$ cat src/twn_pkg.sv
package twn_pkg;

	// Byte codes used by the classifier and the front part.
	localparam logic [7:0] CHAR_NUL = 8'h00;
	localparam logic [7:0] CHAR_TAB = 8'h09;
	localparam logic [7:0] CHAR_NL  = 8'h0A;
	localparam logic [7:0] CHAR_VT  = 8'h0B;
	localparam logic [7:0] CHAR_FF  = 8'h0C;
	localparam logic [7:0] CHAR_CR  = 8'h0D;
	localparam logic [7:0] CHAR_SP  = 8'h20;

	// Hard ceiling on the per-string output length.
	localparam int unsigned LENGTH_LIMIT = 1023;
	localparam int unsigned CNT_W = 10;
	localparam int unsigned LIM_W = 16;
	localparam logic [CNT_W-1:0] LEN_CAP_RESET = 10'd320;

	// Command queue between the front and the back.
	localparam int unsigned QDEPTH = 4;
	localparam int unsigned QPTR_W = $clog2(QDEPTH);

	typedef struct packed {
		logic [7:0] in_byte;
		logic       has_byte;
		logic       last_byte;
	} item_t;

	typedef struct packed {
		logic [7:0] out_byte;
		logic       out_valid;
		logic       end_of_string;
	} result_t;

	// One queued command: one or two output bytes, or a bare end marker.
	typedef struct packed {
		logic [7:0] first_byte;
		logic [7:0] second_byte;
		logic       bare;
		logic       two;
		logic       eos;
	} cmd_t;

	typedef enum logic [1:0] {
		BC_BREAK,
		BC_BLANK,
		BC_VISIBLE
	} byte_class_t;

	function automatic byte_class_t classify(input logic [7:0] b);
		byte_class_t c;
		unique case (b) inside
			CHAR_NL, CHAR_CR: begin
				c = BC_BREAK;
			end
			CHAR_TAB, CHAR_VT, CHAR_FF, CHAR_SP: begin
				c = BC_BLANK;
			end
			default: begin
				c = BC_VISIBLE;
			end
		endcase
		return c;
	endfunction

endpackage

$ cat src/twn_front.sv
module twn_front (
	input  logic                       clk,
	input  logic                       arst_n,
	input  logic                       item_valid,
	output logic                       item_ready,
	input  twn_pkg::item_t             item,
	input  logic                       cfg_we,
	input  logic [twn_pkg::CNT_W-1:0]  cfg_wdata,
	input  logic                       q_full,
	output logic                       push,
	output twn_pkg::cmd_t              cmd
);
	import twn_pkg::*;

	logic [CNT_W-1:0] len_cap_q;
	logic             blank_run_q;
	logic             held_newline_q;
	logic             started_q;
	logic [CNT_W-1:0] emitted_count_q;

	byte_class_t      cls;
	logic             accept;
	logic             is_visible;
	logic             sep_want;
	logic             byte_want;
	logic [7:0]       sep_byte;
	logic [LIM_W-1:0] limit;
	logic [LIM_W-1:0] count_ext;
	logic [LIM_W-1:0] count_after_sep;
	logic             sep_ok;
	logic             byte_ok;

	assign item_ready = !q_full;
	assign accept     = item_valid && item_ready;

	assign cls        = classify(item.in_byte);
	assign is_visible = item.has_byte && (cls == BC_VISIBLE);

	// A separator goes out ahead of a visible byte: a held newline wins over a space.
	assign sep_want  = is_visible && (held_newline_q || (blank_run_q && started_q));
	assign sep_byte  = held_newline_q ? CHAR_NL : CHAR_SP;
	assign byte_want = is_visible && (item.in_byte != CHAR_NUL);

	assign limit = ({{(LIM_W-CNT_W){1'b0}}, len_cap_q} > LIM_W'(LENGTH_LIMIT)) ?
		LIM_W'(LENGTH_LIMIT) : {{(LIM_W-CNT_W){1'b0}}, len_cap_q};
	assign count_ext       = {{(LIM_W-CNT_W){1'b0}}, emitted_count_q};
	assign sep_ok          = sep_want && (count_ext < limit);
	assign count_after_sep = count_ext + LIM_W'(sep_ok);
	assign byte_ok         = byte_want && (count_after_sep < limit);

	always_comb begin
		cmd.first_byte  = sep_ok ? sep_byte : item.in_byte;
		cmd.second_byte = item.in_byte;
		cmd.two         = sep_ok && byte_ok;
		cmd.bare        = !sep_ok && !byte_ok;
		cmd.eos         = item.last_byte;
	end

	assign push = accept && (sep_ok || byte_ok || item.last_byte);

	always_ff @(posedge clk or negedge arst_n) begin
		if (!arst_n) begin
			len_cap_q <= LEN_CAP_RESET;
		end else if (cfg_we) begin
			len_cap_q <= cfg_wdata;
		end
	end

	always_ff @(posedge clk or negedge arst_n) begin
		if (!arst_n) begin
			blank_run_q     <= 1'b0;
			held_newline_q  <= 1'b0;
			started_q       <= 1'b0;
			emitted_count_q <= '0;
		end else if (accept) begin
			if (item.last_byte) begin
				blank_run_q     <= 1'b0;
				held_newline_q  <= 1'b0;
				started_q       <= 1'b0;
				emitted_count_q <= '0;
			end else if (item.has_byte) begin
				case (cls)
					BC_BREAK: begin
						if (started_q) begin
							held_newline_q <= 1'b1;
						end
						blank_run_q <= 1'b0;
					end
					BC_BLANK: begin
						blank_run_q <= 1'b1;
					end
					default: begin
						started_q       <= 1'b1;
						held_newline_q  <= 1'b0;
						blank_run_q     <= 1'b0;
						emitted_count_q <= emitted_count_q + CNT_W'(sep_ok) + CNT_W'(byte_ok);
					end
				endcase
			end
		end
	end

endmodule

$ cat src/twn_fifo.sv
module twn_fifo (
	input  logic          clk,
	input  logic          arst_n,
	input  logic          push,
	input  twn_pkg::cmd_t push_cmd,
	output logic          full,
	input  logic          pop,
	output logic          not_empty,
	output twn_pkg::cmd_t head
);
	import twn_pkg::*;

	cmd_t              mem_q [QDEPTH];
	logic [QPTR_W-1:0] wr_ptr_q;
	logic [QPTR_W-1:0] rd_ptr_q;
	logic [QPTR_W:0]   count_q;

	assign full      = (count_q == (QPTR_W+1)'(QDEPTH));
	assign not_empty = (count_q != '0);
	assign head      = mem_q[rd_ptr_q];

	always_ff @(posedge clk) begin
		if (push) begin
			mem_q[wr_ptr_q] <= push_cmd;
		end
	end

	always_ff @(posedge clk or negedge arst_n) begin
		if (!arst_n) begin
			wr_ptr_q <= '0;
			rd_ptr_q <= '0;
			count_q  <= '0;
		end else begin
			if (push) begin
				wr_ptr_q <= (wr_ptr_q == QPTR_W'(QDEPTH-1)) ? '0 : wr_ptr_q + 1'b1;
			end
			if (pop) begin
				rd_ptr_q <= (rd_ptr_q == QPTR_W'(QDEPTH-1)) ? '0 : rd_ptr_q + 1'b1;
			end
			count_q <= count_q + (QPTR_W+1)'(push) - (QPTR_W+1)'(pop);
		end
	end

endmodule

$ cat src/twn_back.sv
module twn_back (
	input  logic             clk,
	input  logic             arst_n,
	input  logic             q_valid,
	input  twn_pkg::cmd_t    head,
	output logic             pop,
	output logic             result_valid,
	input  logic             result_ready,
	output twn_pkg::result_t result
);
	import twn_pkg::*;

	logic    phase_q;
	logic    res_valid_q;
	result_t res_q;
	logic    load;
	result_t next_res;

	assign load = q_valid && (!res_valid_q || result_ready);
	assign pop  = load && (phase_q || !head.two);

	always_comb begin
		if (phase_q) begin
			next_res.out_byte      = head.second_byte;
			next_res.out_valid     = 1'b1;
			next_res.end_of_string = head.eos;
		end else begin
			next_res.out_byte      = head.bare ? CHAR_NUL : head.first_byte;
			next_res.out_valid     = !head.bare;
			next_res.end_of_string = head.eos && !head.two;
		end
	end

	always_ff @(posedge clk or negedge arst_n) begin
		if (!arst_n) begin
			phase_q     <= 1'b0;
			res_valid_q <= 1'b0;
		end else begin
			if (load) begin
				phase_q     <= !phase_q && head.two;
				res_valid_q <= 1'b1;
			end else if (result_ready) begin
				res_valid_q <= 1'b0;
			end
		end
	end

	always_ff @(posedge clk) begin
		if (load) begin
			res_q <= next_res;
		end
	end

	assign result_valid = res_valid_q;
	assign result       = res_q;

	a_phase_on_pair: assert property (@(posedge clk) disable iff (!arst_n)
		phase_q |-> (q_valid && head.two))
		else $error("second half of a pair selected without a paired command");

	a_pop_nonempty: assert property (@(posedge clk) disable iff (!arst_n)
		pop |-> q_valid)
		else $error("queue popped while empty");

	a_bare_is_end: assert property (@(posedge clk) disable iff (!arst_n)
		(res_valid_q && !res_q.out_valid) |-> (res_q.end_of_string && res_q.out_byte == CHAR_NUL))
		else $error("bare result without end mark");

endmodule

$ cat src/text_whitespace_normalizer_core.sv
// Whitespace normalizer: takes a string one item per transfer and emits the normalized
// bytes, collapsing blank runs to one space and CR/LF to one newline, dropping leading
// and trailing blanks and breaks, and capping each string at the programmed length cap.
// The input side takes one item per cycle as long as the four-entry command queue has
// room. Each item turns into zero, one or two results; the output register hands out
// one result per cycle while the receiver is ready, so an item that releases a held
// newline or a pending space together with its own byte occupies the output for two
// results, and that output register sets the sustained rate, which depends on the text.
// Every string ends with exactly one result flagged end_of_string, a bare marker if
// the last item produced no byte. The length cap register may be written only while
// the block is idle.
module text_whitespace_normalizer_core (
	input  logic                       clk,
	input  logic                       arst_n,
	input  logic                       item_valid,
	output logic                       item_ready,
	input  twn_pkg::item_t             item,
	output logic                       result_valid,
	input  logic                       result_ready,
	output twn_pkg::result_t           result,
	input  logic                       cfg_we,
	input  logic [twn_pkg::CNT_W-1:0]  cfg_wdata
);
	import twn_pkg::*;

	// Commands from the classifier to the emitter.
	logic q_push;
	cmd_t q_push_cmd;
	logic q_full;
	logic q_pop;
	logic q_not_empty;
	cmd_t q_head;

	// The front classifies each byte, tracks collapsing state and the per-string
	// count, and decides which bytes survive the length limit.
	twn_front u_front (
		.clk        (clk),
		.arst_n     (arst_n),
		.item_valid (item_valid),
		.item_ready (item_ready),
		.item       (item),
		.cfg_we     (cfg_we),
		.cfg_wdata  (cfg_wdata),
		.q_full     (q_full),
		.push       (q_push),
		.cmd        (q_push_cmd)
	);

	// The queue lets the input keep running while the output side is stalled
	// or busy with the second byte of a pair.
	twn_fifo u_fifo (
		.clk       (clk),
		.arst_n    (arst_n),
		.push      (q_push),
		.push_cmd  (q_push_cmd),
		.full      (q_full),
		.pop       (q_pop),
		.not_empty (q_not_empty),
		.head      (q_head)
	);

	// The back splits each command into individual result transfers.
	twn_back u_back (
		.clk          (clk),
		.arst_n       (arst_n),
		.q_valid      (q_not_empty),
		.head         (q_head),
		.pop          (q_pop),
		.result_valid (result_valid),
		.result_ready (result_ready),
		.result       (result)
	);

endmodule

$ cat config.mk
export PLATFORM = sky130hd
export DESIGN_NAME = text_whitespace_normalizer_core
export DESIGN_NICKNAME = d
export VERILOG_FILES = /design/src/twn_pkg.sv /design/src/twn_front.sv /design/src/twn_fifo.sv /design/src/twn_back.sv /design/src/text_whitespace_normalizer_core.sv
export SDC_FILE = /design/constraint.sdc
export NUM_CORES = 1
export LEC_CHECK = 0
export ABC_AREA = 0
export BUFFER_PORTS_ARGS = -buffer_cell sky130_fd_sc_hd__buf_2
export CORE_ASPECT_RATIO = 0.8
export CORE_MARGIN = 8
export CORE_UTILIZATION = 55
export DETAILED_ROUTE_END_ITERATION = 10
export PLACE_DENSITY = 0.73
export SETUP_SLACK_MARGIN = 0.5
export SLEW_MARGIN = 0
export SYNTH_ARGS = -nofsm -noshare
export SYNTH_HDL_FRONTEND = slang
export SYNTH_SLANG_ARGS = --single-unit
export TNS_END_PERCENT = 10
$ cat constraint.sdc
create_clock -name clk -period 9 [get_ports clk]
set_input_delay 0.9 -clock clk [delete_from_list [all_inputs] [get_ports clk]]
set_output_delay 0.9 -clock clk [all_outputs]
set_load 0.03 [all_outputs]
==> impl_results.md, run 1 <==
* Status: completed
* GP Congestion at slightly below 0.9
* Hold_sp: u_back.result_valid
* Hold WC Path Type: reg -> reg
* Post-synthesis sequential area ratio at 60.4%
* Core footprint at between 10000 and 15000 um^2
* Post-Syn Area at 5610 um^2
* Post-synthesis register bit count at 118
* Final instance area at 6480 um^2
* Cts bufs inserted at 17
* Tcrit/Tclk final at 67.0%
* Multi-input logic area at about 2100 um^2
* Post-synth EDFFs at 86
* IO buf count at 36
* Worst path cell trace: inv_1, ha_1, nor2b_1, o21ai_0, nand4_1, nor2_1, ha_1, ha_1, and4_1, nand2_1, xnor2_1, ha_1, a41o_1, a21oi_1, o221ai_1, a21oi_4, and2_2, fa_1, ha_1, and3_1, and3_1, nand4_1, mux2i_1, o21ai_0
* Layout Skew at 0.00752 ns
* Power per cell area at 288 nW/um^2
* Syn-to-layout area delta at 15.6%
* Worst-path clk slew at 0.05 ns
* Sinks on Clock Net at 118
* Main synth FF type: edfxtp_1
* Reg area at 3390 um^2
* Max VDD drop at 0.000134 V
* Fmax at about 170 MHz
* Average vias per placed instance at 5.59
* HPWL after detailed placement at 7290 um
* Chip height at ~110 um
* Vias at 3410
* Internal power at 1.32 mW
* Syn avg cell area at 13.6 um^2
* Unrepaired setup endpoints after global routing: false
* PnR worst setup slack at 2.97 ns
* Worst R2R End: u_front.emitted_count_q[8]
* Post-CTS setup repair buffer count at 0
* Post-CTS sizing at 0
* Layout Cells excl Fill at 610
* Crit path top cell by count: ha_1
* Placed instance count at 578
* Clock network fraction of design power at 33.5%
* DR iter-0 viols at approximately 300
* Worst r2r src: u_front.len_cap_q[8]
* TNS Setup at 0 ns
* Mapped Cells at 412
* Total routed wirelength at 10800 um
* Slew Limit Headroom at 35.3%
* Startpoint types: register
* Largest net degree at the start of global routing at 33
* Overall power at 1.87 mW
* Final ANT Viol Nets at 0
* Commonest non-fill, non-tap cell in the layout: edfxtp_1
* Number of global-route vias before repair at approximately 3.4k
* Hold Slack at 0.489 ns
* Reg-to-reg slack, setup at around 3 ns
* End point of the critical path: u_front.emitted_count_q[8]
* WP data arrival at about 6.3 ns
* CP required at 9.28 ns
* Layout Nets at 512
* FP Rows at 33
* Antenna Cells at 0
* Async set-or-reset flop fraction in the synthesized netlist at 27.1%
* Comb pwr share at 25.1%
* Kind of critical path: reg -> reg
* Grt total ovfl at 0
* Hold Path Cell Cnt at 2
* Sequential share of power at around two fifths
* Initial antenna violation count at 0
* Reg2Reg Depth at 24
* Setup slack after placement at 2.84 ns
* Average wire per cell in the routed design at 17.8 um
* Switching power at 550 uW
* Hold_buf cts at 0
* Slowest stage delay, CP at ~0.77 ns
* Commonest non-fill, non-tap cells in the layout: edfxtp_1, nand2_1, buf_2, dfrtp_1, o21ai_0
* Leakage at between 2 and 3 nW
* Max_cap viols at 0
* Net Sw Frac at 29.5%
* Worst-Skew Late Latency at 0.41 ns
* Cell variety after synth at 52
* Final hold violations at 0
* Root Driver: clkbuf_16
* Fill cell count at just under 800
* Post-synthesis net count at 467
* Clock tree buffer depth at 2
* Drc violations at 0
* Final Setup Violations at 0
* H-tree depth at 4
* Final Max Slew Viols at 0
* First-pass GRT wire length at 17600 um
* Tot GR Track Use at roughly 17%
* Util after Layout at 64.3%
* Synth warn at 0
* Overall die area at 13700 um^2
* Drt first pass iters at 4
* Layout cells sized above 1 at 22.6%
* Die width at between 100 and 150 um
* CTS tree: built
* Initial Utilization at 55.7%
* IO Count at 37
* CP max FO at 12
* Critical path's slowest cell: nor2_1
* Placement Cell Area at 5930 um^2
* Crit path capture type: register
* Tmin final at 6.03 ns
* Tightest Pin Transition at 0.967 ns
* Crit path from: u_front.len_cap_q[8]
[per-layer routing]
layer	vias up	global-route usage, %	wire (um)
li1	1603	-	-
met1	1675	24.0	5070
met2	119	24.7	4850
met3	13	5.50	776
met4	0	6.11	136
met5	-	0	0
[sequential cells by signal, summed over array words and instances, names as in the netlist]
register / count
u_front.held_newline_q: 1
u_fifo.mem_q: 76
u_front.blank_run_q: 1
u_front.started_q: 1
u_fifo.wr_ptr_q: 2
u_back.phase_q: 1
u_fifo.rd_ptr_q: 2
u_back.result: 10
u_front.emitted_count_q: 10
u_front.len_cap_q: 10
u_back.result_valid: 1
u_fifo.count_q: 3
[worst max-delay path, delay by kind of cell (launching register included)]
| family | cells | cell delay [ns] |
|---|---|---|
| adders and majority gates | 6 | 1.84 |
| AOI/OAI and AO/OA | 6 | 1.01 |
| xor gates and xnor gates | 1 | 0.15 |
| buffers and inverters | 1 | 0.06 |
| and+or+nand+nor | 9 | 2.15 |
| muxes | 1 | 0.19 |
| DFF | 1 | 0.51 |
[cells by family (layout without fill, tap and decap cells)]
kind of cell	count (synthesis)	count (layout)	share of synthesized area, %
simple gates	124	124	11.1
compound gates	63	63	7.52
buf+inv	38	96	2.77
fa+ha+maj	30	30	6.96
flops	118	118	60.4
mux	29	29	9.71
xor+xnor	10	10	1.56
[Yosys cell counts, types with 10 or more instances]
master | instances | area, um^2
mux4_2 | 19 | 428
a21oi_1 | 10 | 50.1
nand2b_1 | 13 | 81.3
o21ai_0 | 29 | 145
ha_1 | 28 | 350
nor2b_1 | 10 | 62.6
nand2_1 | 43 | 161
nor2_1 | 25 | 93.8
dfrtp_1 | 30 | 751
inv_1 | 23 | 86.3
edfxtp_1 | 86 | 2580
[power by group through the flow]
stage | logic, mW | registers (mW) | clock network (mW)
after floorplan | 0.322 | 0.803 | 0
after global placement | 0.462 | 0.777 | 0
after detailed placement | 0.474 | 0.782 | 0
after CTS | 0.477 | 0.774 | 0.636
after global routing | 0.519 | 0.786 | 0.659
final | 0.468 | 0.773 | 0.626
[how the worst min path moves through the flow]
| stage | end | slack, ns |
|---|---|---|
| after floorplan | u_front.started_q | 0.47 |
| final | u_back.result_valid | 0.49 |
| after global routing | u_back.result_valid | 0.53 |
| after detailed placement | u_back.result_valid | 0.48 |
| after CTS | u_back.result_valid | 0.49 |
| after global placement | u_back.result_valid | 0.47 |
[final cells by class]
| type | count | share of cell area [%] |
|---|---|---|
| sequential | 118 | 52.3 |
| multi-input combinational | 256 | 31.9 |
| clock buffer | 20 | 6.74 |
| timing repair buffer | 41 | 3.36 |
| tap | 140 | 2.70 |
| clock inverter | 12 | 1.72 |
| inverter | 23 | 1.33 |
(Power assumes the default switching activity.)
==> run 2: changes to the inputs <==
--- a/config.mk
+++ b/config.mk
@@ -5,13 +5,13 @@
 export SDC_FILE = /design/constraint.sdc
 export NUM_CORES = 1
 export LEC_CHECK = 0
-export ABC_AREA = 0
+export ABC_AREA = 1
 export BUFFER_PORTS_ARGS = -buffer_cell sky130_fd_sc_hd__buf_2
 export CORE_ASPECT_RATIO = 0.8
 export CORE_MARGIN = 8
 export CORE_UTILIZATION = 55
 export DETAILED_ROUTE_END_ITERATION = 10
-export PLACE_DENSITY = 0.73
+export PLACE_DENSITY = 0.76
 export SETUP_SLACK_MARGIN = 0.5
 export SLEW_MARGIN = 0
 export SYNTH_ARGS = -nofsm -noshare
==> constraint.sdc (replaced) <==
create_clock -name clk -period 5.4 [get_ports clk]
set_input_delay 0.54 -clock clk [delete_from_list [all_inputs] [get_ports clk]]
set_output_delay 0.54 -clock clk [all_outputs]
set_load 0.03 [all_outputs]
==> run 2 against run 1 <==
  * First-iteration DRC count increased by 30%
  * Cell area increased by 2.6%
  * Cell count increased by 22%
  * Largest power group unchanged
==> impl_results.md, run 2 <==
* Status: completed
* Grt total ovfl at 0
* Final ANT Viol Nets at 0
* Core footprint at 10200 um^2
* Tcrit/Tclk final at 86.9%
* Drc violations at 0
* Overall die area at 13800 um^2
* Final Max Slew Viols at 0
* Cell variety after synth at 35
* Critical path's slowest cell: dfstp_2
* CP max FO at 11
* Hold Slack at 0.206 ns
* Crit-path leading delay family: adder cells
* Top cells by count, synth: edfxtp_1, nand2_1, inv_1, o21ai_0, nor2_1
* Final hold violations at 0
* Slowest stage delay, CP at approximately 0.52 ns
* Layout Skew at 0.0174 ns
* Tmin final at 4.69 ns
* Share of the synthesized area in the top cell type at 45.6%
* Max reg flops at between 70 and 80
* Syn avg cell area at ~10 um^2
* Initial Utilization at approximately 56%
* Crit path capture type: register
* Slew Limit Headroom at between 40% and 50%
* Main synth FF type: edfxtp_1
* Startpoint types: register
* Commonest non-fill, non-tap cell in the layout: edfxtp_1
* GP Congestion at 0.960
* Worst-Skew Late Latency at 0.41 ns
* Initial antenna violation count at 1
* Post-synthesis register bit count at 118
* Layout cells sized above 1 at 18.0%
* Total routed wirelength at 12900 um
* Crit path buf inv count at 5
* Final instance area at 6650 um^2
* Post-synth EDFFs at 86
* Largest net degree at the start of global routing at 42
* Commonest non-fill, non-tap cells in the layout: edfxtp_1, nand2_1, inv_1, o21ai_0, nor2_1
* Max VDD drop at ~0.00038 V
* CTS tree: built
* Largest register by flop count: u_fifo.mem_q
* Fmax at between 200 and 250 MHz
* HPWL after detailed placement at 8300 um
* Sinks on Clock Net at 118
* Tot GR Track Use at 19.7%
* Leakage at 2.81 nW
* Reg-to-reg slack, setup at between 0.7 and 0.8 ns
* Mapped Cells at 542
* Kind of critical path: reg -> reg
* Root Driver: clkbuf_16
* Post-Syn Area at between 5000 and 6000 um^2
* Hold WC Path Type: in -> async
* Fill cell count at 794
* WP data arrival at 4.98 ns
* Chip height at between 100 and 150 um
* Average vias per placed instance at roughly 5.5
* Number of global-route vias before repair at about 4.2k
* FP Rows at 33
* Synth area leaders: edfxtp_1, dfrtp_1, ha_1
* Syn-to-layout area delta at 17.3%
* Cts bufs inserted at 17
* Hold_buf cts at 0
* Power per cell area at 511 nW/um^2
* Overall power at 3.39 mW
* Worst-path clk slew at ~0.06 ns
* Clock tree buffer depth at 2
* Vias at 4085
* IO Count at 37
* First-pass GRT wire length at 20900 um
* DR iter-0 viols at 387
* Synth warn at 0
* Die width at 129 um
* Final Setup Violations at 0
* Async set-or-reset flop fraction in the synthesized netlist at 27.1%
* Layout Nets at 646
* Post-synthesis sequential area ratio at 59.8%
* Max_cap viols at 0
* Placement Cell Area at approximately 6000 um^2
* Crit path top cell by count: nand2_1
* Cell with the most instances after synthesis: edfxtp_1
* H-tree depth at 4
* TNS Setup at 0 ns
* Post-synthesis net count at 597
* Drt first pass iters at 5
* Unrepaired setup endpoints after global routing: false
* Tightest Pin Transition at 0.821 ns
* Average wire per cell in the routed design at 17.4 um
* Yosys top cell by area: edfxtp_1
* CP required at ~5.7 ns
* IO buf count at 36
[run 2: cell count changes after synthesis, moves of 19 or more]
cell / previous run / this run
nand2_1: 43 / 72
o22ai_1: 0 / 25
mux4_2: 19 / 0
nor2_1: 25 / 68
inv_1: 23 / 71
o21ai_0: 29 / 69
[run 2: metal layers]
layer / vias to the layer above / part of all wire (%) / GRT usage (%)
li1: 1932 / - / -
met1: 1941 / 43 / 25.5
met2: 191 / 47 / 31.6
met3: 21 / 7.9 / 5.26
met4: 0 / 1.5 / 6.62
met5: - / 0 / 0
[run 2: layout make-up]
| class | instances | area (um^2) | share of cell area, % |
|---|---|---|---|
| antenna | 1 | 2.50 | 0.0377 |
| clock buffer | 18 | 429 | 6.46 |
| clock inverter | 14 | 153 | 2.30 |
| inverter | 74 | 285 | 4.29 |
| multi-input combinational | 333 | 1950 | 29.4 |
| sequential | 118 | 3390 | 50.9 |
| tap | 140 | 175 | 2.64 |
| timing repair buffer | 47 | 263 | 3.95 |
[run 2: path summary, 6_finish.rpt]
check,startpoint,end,cells after the start
max,u_front.len_cap_q[8],u_fifo.count_q[2],30
min,arst_n,u_front.emitted_count_q[9],1
max reg2reg,u_front.len_cap_q[8],u_fifo.count_q[2],30
min reg2reg,u_fifo.count_q[0],u_fifo.count_q[0],1
max in group asynchronous,arst_n,u_fifo.count_q[1],1
min in group clk,cfg_wdata[3],u_front.len_cap_q[3],3
[run 2: repair_timing]
item	4_1_cts	5_1_grt
setup endpoints to repair	0	7
gates resized for setup	0	11
setup buffers	0	4
[run 2: kinds of logic (layout without fill, tap and decap cells)]
kind of cell | Yosys count | in the layout | share of synthesized area, %
XOR/XNOR | 16 | 16 | 2.47
adder cells (fa/ha/maj) | 30 | 30 | 6.89
AND/OR/NAND/NOR | 174 | 174 | 13.4
other | 0 | 1 | 0
buffers and inverters | 91 | 153 | 6.32
AO/OA/AOI/OAI | 113 | 113 | 11.2
flip-flops | 118 | 118 | 59.8
[run 2: per-stage QoR]
stage	utilization, %	setup slack, ns	cells
2_1_floorplan	-	1.14	542
6_report	65.4	0.705	745
4_1_cts	64.7	0.591	740
5_1_grt	65.4	0.442	745
3_5_place_dp	59.0	0.612	708
3_3_place_gp	59.0	0.822	708
[run 2: power breakdown]
| group | switching [mW] | internal [mW] |
|---|---|---|
| logic | 0.675 | 0.306 |
| clock network | 0.412 | 0.683 |
| registers | 0.109 | 1.21 |
| total | 1.20 | 2.20 |
[run 2: worst register-to-register path, delay by kind of cell (launching register included)]
family / cells / cell delay [ns]
adder cells (fa/ha/maj): 7 / 1.75
AND/OR/NAND/NOR: 16 / 1.67
flip-flops: 1 / 0.52
buffers and inverters: 5 / 0.38
XOR/XNOR: 1 / 0.14
AO/OA/AOI/OAI: 1 / 0.13
==> run 3: changes to the inputs <==
--- a/config.mk
+++ b/config.mk
@@ -11,6 +11,7 @@
 export CORE_MARGIN = 8
 export CORE_UTILIZATION = 55
 export DETAILED_ROUTE_END_ITERATION = 10
+export GPL_TIMING_DRIVEN = 0
 export PLACE_DENSITY = 0.76
 export SETUP_SLACK_MARGIN = 0.5
 export SLEW_MARGIN = 0
==> run 3 against run 2 <==
  * Hold slack worse by 0.0018 ns
  * Register-to-register slack better by 0.096 ns
  * Clock power about the same
  * Critical path type unchanged
  * Total power up 0.60%
  * Combinational power up 8%
  * Cell count up 1.1%
  * Routed wire length down 2.2%
  * Global-route usage down 0.26 points
==> impl_results.md, run 3 (same netlist as run 2, synthesis figures left out) <==
* Power per cell area at slightly above 500 nW/um^2
* Die width at roughly 130 um
* Clock network fraction of design power at 31.1%
* DR iter-0 viols at 351
* Met3 WL at 858 um
* Crit path top cell by count: nand2_1
* Slew Limit Headroom at 25.9%
* Overall die area at 13800 um^2
* Reg2Reg Depth at 24
* CTS tree: built
* Layout Skew at 0.00833 ns
* Crit path capture type: register
* Max Used Layer: met4
* Largest register by flop count: u_fifo.mem_q
* GP Congestion at about 0.89
* Tightest Pin Transition at 1.11 ns
* FP Rows at 33
* Placement Cell Area at between 6000 and 7000 um^2
* H-tree depth at 4
* Total routed wirelength at 12600 um
* Max_cap viols at 0
* First-pass GRT wire length at 20300 um
* Internal power at 2.21 mW
* Leakage at roughly 2.8 nW
* Tot GR Track Use at 19.4%
* Final hold violations at 0
* Switching power at between 1 and 1.5 mW
* Chip height at 107 um
* Commonest non-fill, non-tap cell in the layout: edfxtp_1
* WP data arrival at between 4 and 5 ns
* Kind of critical path: reg -> reg
* Reg area at between 3000 and 4000 um^2
* Sequential share of power at 37.8%
* Critical path's slowest cell: nor2_2
* Vias at around 4.1k
* Status: completed
* Max VDD drop at ~0.00033 V
* Average wire per cell in the routed design at 16.8 um
* Worst R2R End: u_fifo.mem_q[2][14]
* TNS Setup at 0 ns
* Root Driver: clkbuf_16
* Worst r2r src: u_front.len_cap_q[8]
* Unrepaired setup endpoints after global routing: false
* Final Max Slew Viols at 0
* HPWL after detailed placement at 8690 um
* Reg-to-reg slack, setup at approximately 0.8 ns
* Max reg flops at 76
* Hold WC Path Type: in -> async
* Initial antenna violation count at 0
* Worst path cell trace: inv_1, ha_4, nand2_1, nor2_1, a21boi_2, nor2_4, nand2_4, inv_8, ha_4, ha_4, nand3_2, nor2_4, a21oi_1, a21oi_1, ha_1, nand2_1, nor2_1, nor3_1, nand2_1, nand2_1, nand2_2, nand3_4, nand2_8, nor2_2
* Commonest non-fill, non-tap cells in the layout: edfxtp_1, inv_1, nand2_1, o21ai_0, nor2_1
* Grt total ovfl at 0
* Tmin final at 4.60 ns
* Final instance area at 6700 um^2
* Fill cell count at 783
* Number of global-route vias before repair at 4105
* WL met2 at 5840 um
* Sinks on Clock Net at 118
* Worst-path clk slew at 0.05 ns
* Drc violations at 0
* Layout cells sized above 1 at 17.5%
* Cts bufs inserted at 17
* Crit path buf inv count at 2
* Comb pwr share at 31.1%
* Crit-path leading delay family: simple AND/OR/NAND/NOR gates
* Tcrit/Tclk final at 85.2%
* Drt first pass iters at 5
* Antenna Cells at 0
* Multi-input logic area at 2010 um^2
* Layout Nets at 655
* IO buf count at 35
* Clock tree buffer depth at 2
* CP max FO at 19
* Net Sw Frac at 35.4%
* IO Count at 37
* Slowest stage delay, CP at 0.84 ns
* WL met1 at 5720 um
* Average vias per placed instance at 5.38
* CP required at between 5 and 6 ns
* Worst-Skew Late Latency at 0.41 ns
* Core footprint at 10200 um^2
* Startpoint types: register
* Hold_buf cts at 0
* Syn-to-layout area delta at 18.3%
* Largest net degree at the start of global routing at 33
* Final ANT Viol Nets at 0
* Final Setup Violations at 0
* Initial Utilization at 55.8%
* Fmax at 217 MHz
[run 3: worst reg2reg max path: cells and delay by family, from the launching register on]
| family | cells | cell delay, ns |
|---|---|---|
| flip-flops | 1 | 0.51 |
| buffers and inverters | 2 | 0.14 |
| AND/OR/NAND/NOR | 15 | 2.18 |
| AO/OA/AOI/OAI | 3 | 0.45 |
| adder cells (fa/ha/maj) | 4 | 0.91 |
[run 3: timing repair]
item | in CTS | in global routing
gates resized for setup | 1 | 19
endpoints found under the setup margin | 80 | 88
hold endpoints to repair | 0 | 0
pin swaps | 0 | 5
buffers inserted | 0 | 4
[run 3: how the worst max path moves through the flow]
stage	startpoint	endpoint	slack [ns]	cells after the start
final	u_front.len_cap_q[8]	u_fifo.mem_q[2][14]	0.80	24
after global routing	u_front.len_cap_q[8]	u_fifo.count_q[2]	0.52	29
after CTS	u_front.len_cap_q[8]	u_fifo.mem_q[0][4]	0.22	25
after detailed placement	u_front.len_cap_q[8]	u_fifo.mem_q[3][10]	0.22	25
after global placement	u_front.len_cap_q[8]	u_fifo.mem_q[0][8]	0.41	25
after floorplan	u_front.len_cap_q[8]	u_fifo.count_q[2]	1.14	30
[run 3: cell type report]
type,instances,share of cell area [%]
Buffer,17,1.19
Clock buffer,17,6.35
Clock inverter,15,2.05
Inverter,74,4.26
Multi-Input combinational cell,333,30.0
Sequential cell,118,50.5
Tap cell,140,2.61
Timing Repair Buffer,39,3.06
[run 3: layer usage]
layer	global-route usage [%]	vias up
met5	0	-
met4	8.60	0
met3	5.31	17
met2	30.0	129
met1	25.3	1958
li1	-	1950
[run 3: power by group through the flow]
stage	Sequential, mW	Clock (mW)	Combinational (mW)
global placement	1.29	0	0.973
finish	1.29	1.06	1.06
global route	1.31	1.11	1.19
floorplan	1.37	0	0.620
CTS	1.29	1.07	1.03
detailed placement	1.30	0	1.02
[run 3: per-stage QoR]
stage                     utilization (%)  cells  hold slack [ns]  total power, mW  worst slack, ns
after floorplan                         -    542            0.244             1.99             1.14
after global placement               59.2    717            0.479             2.27            0.407
after detailed placement             59.3    717            0.489             2.32            0.219
after CTS                            64.9    749            0.214             3.39            0.225
after global routing                 66.0    753            0.262             3.61            0.520
final                                66.0    753            0.204             3.41            0.802
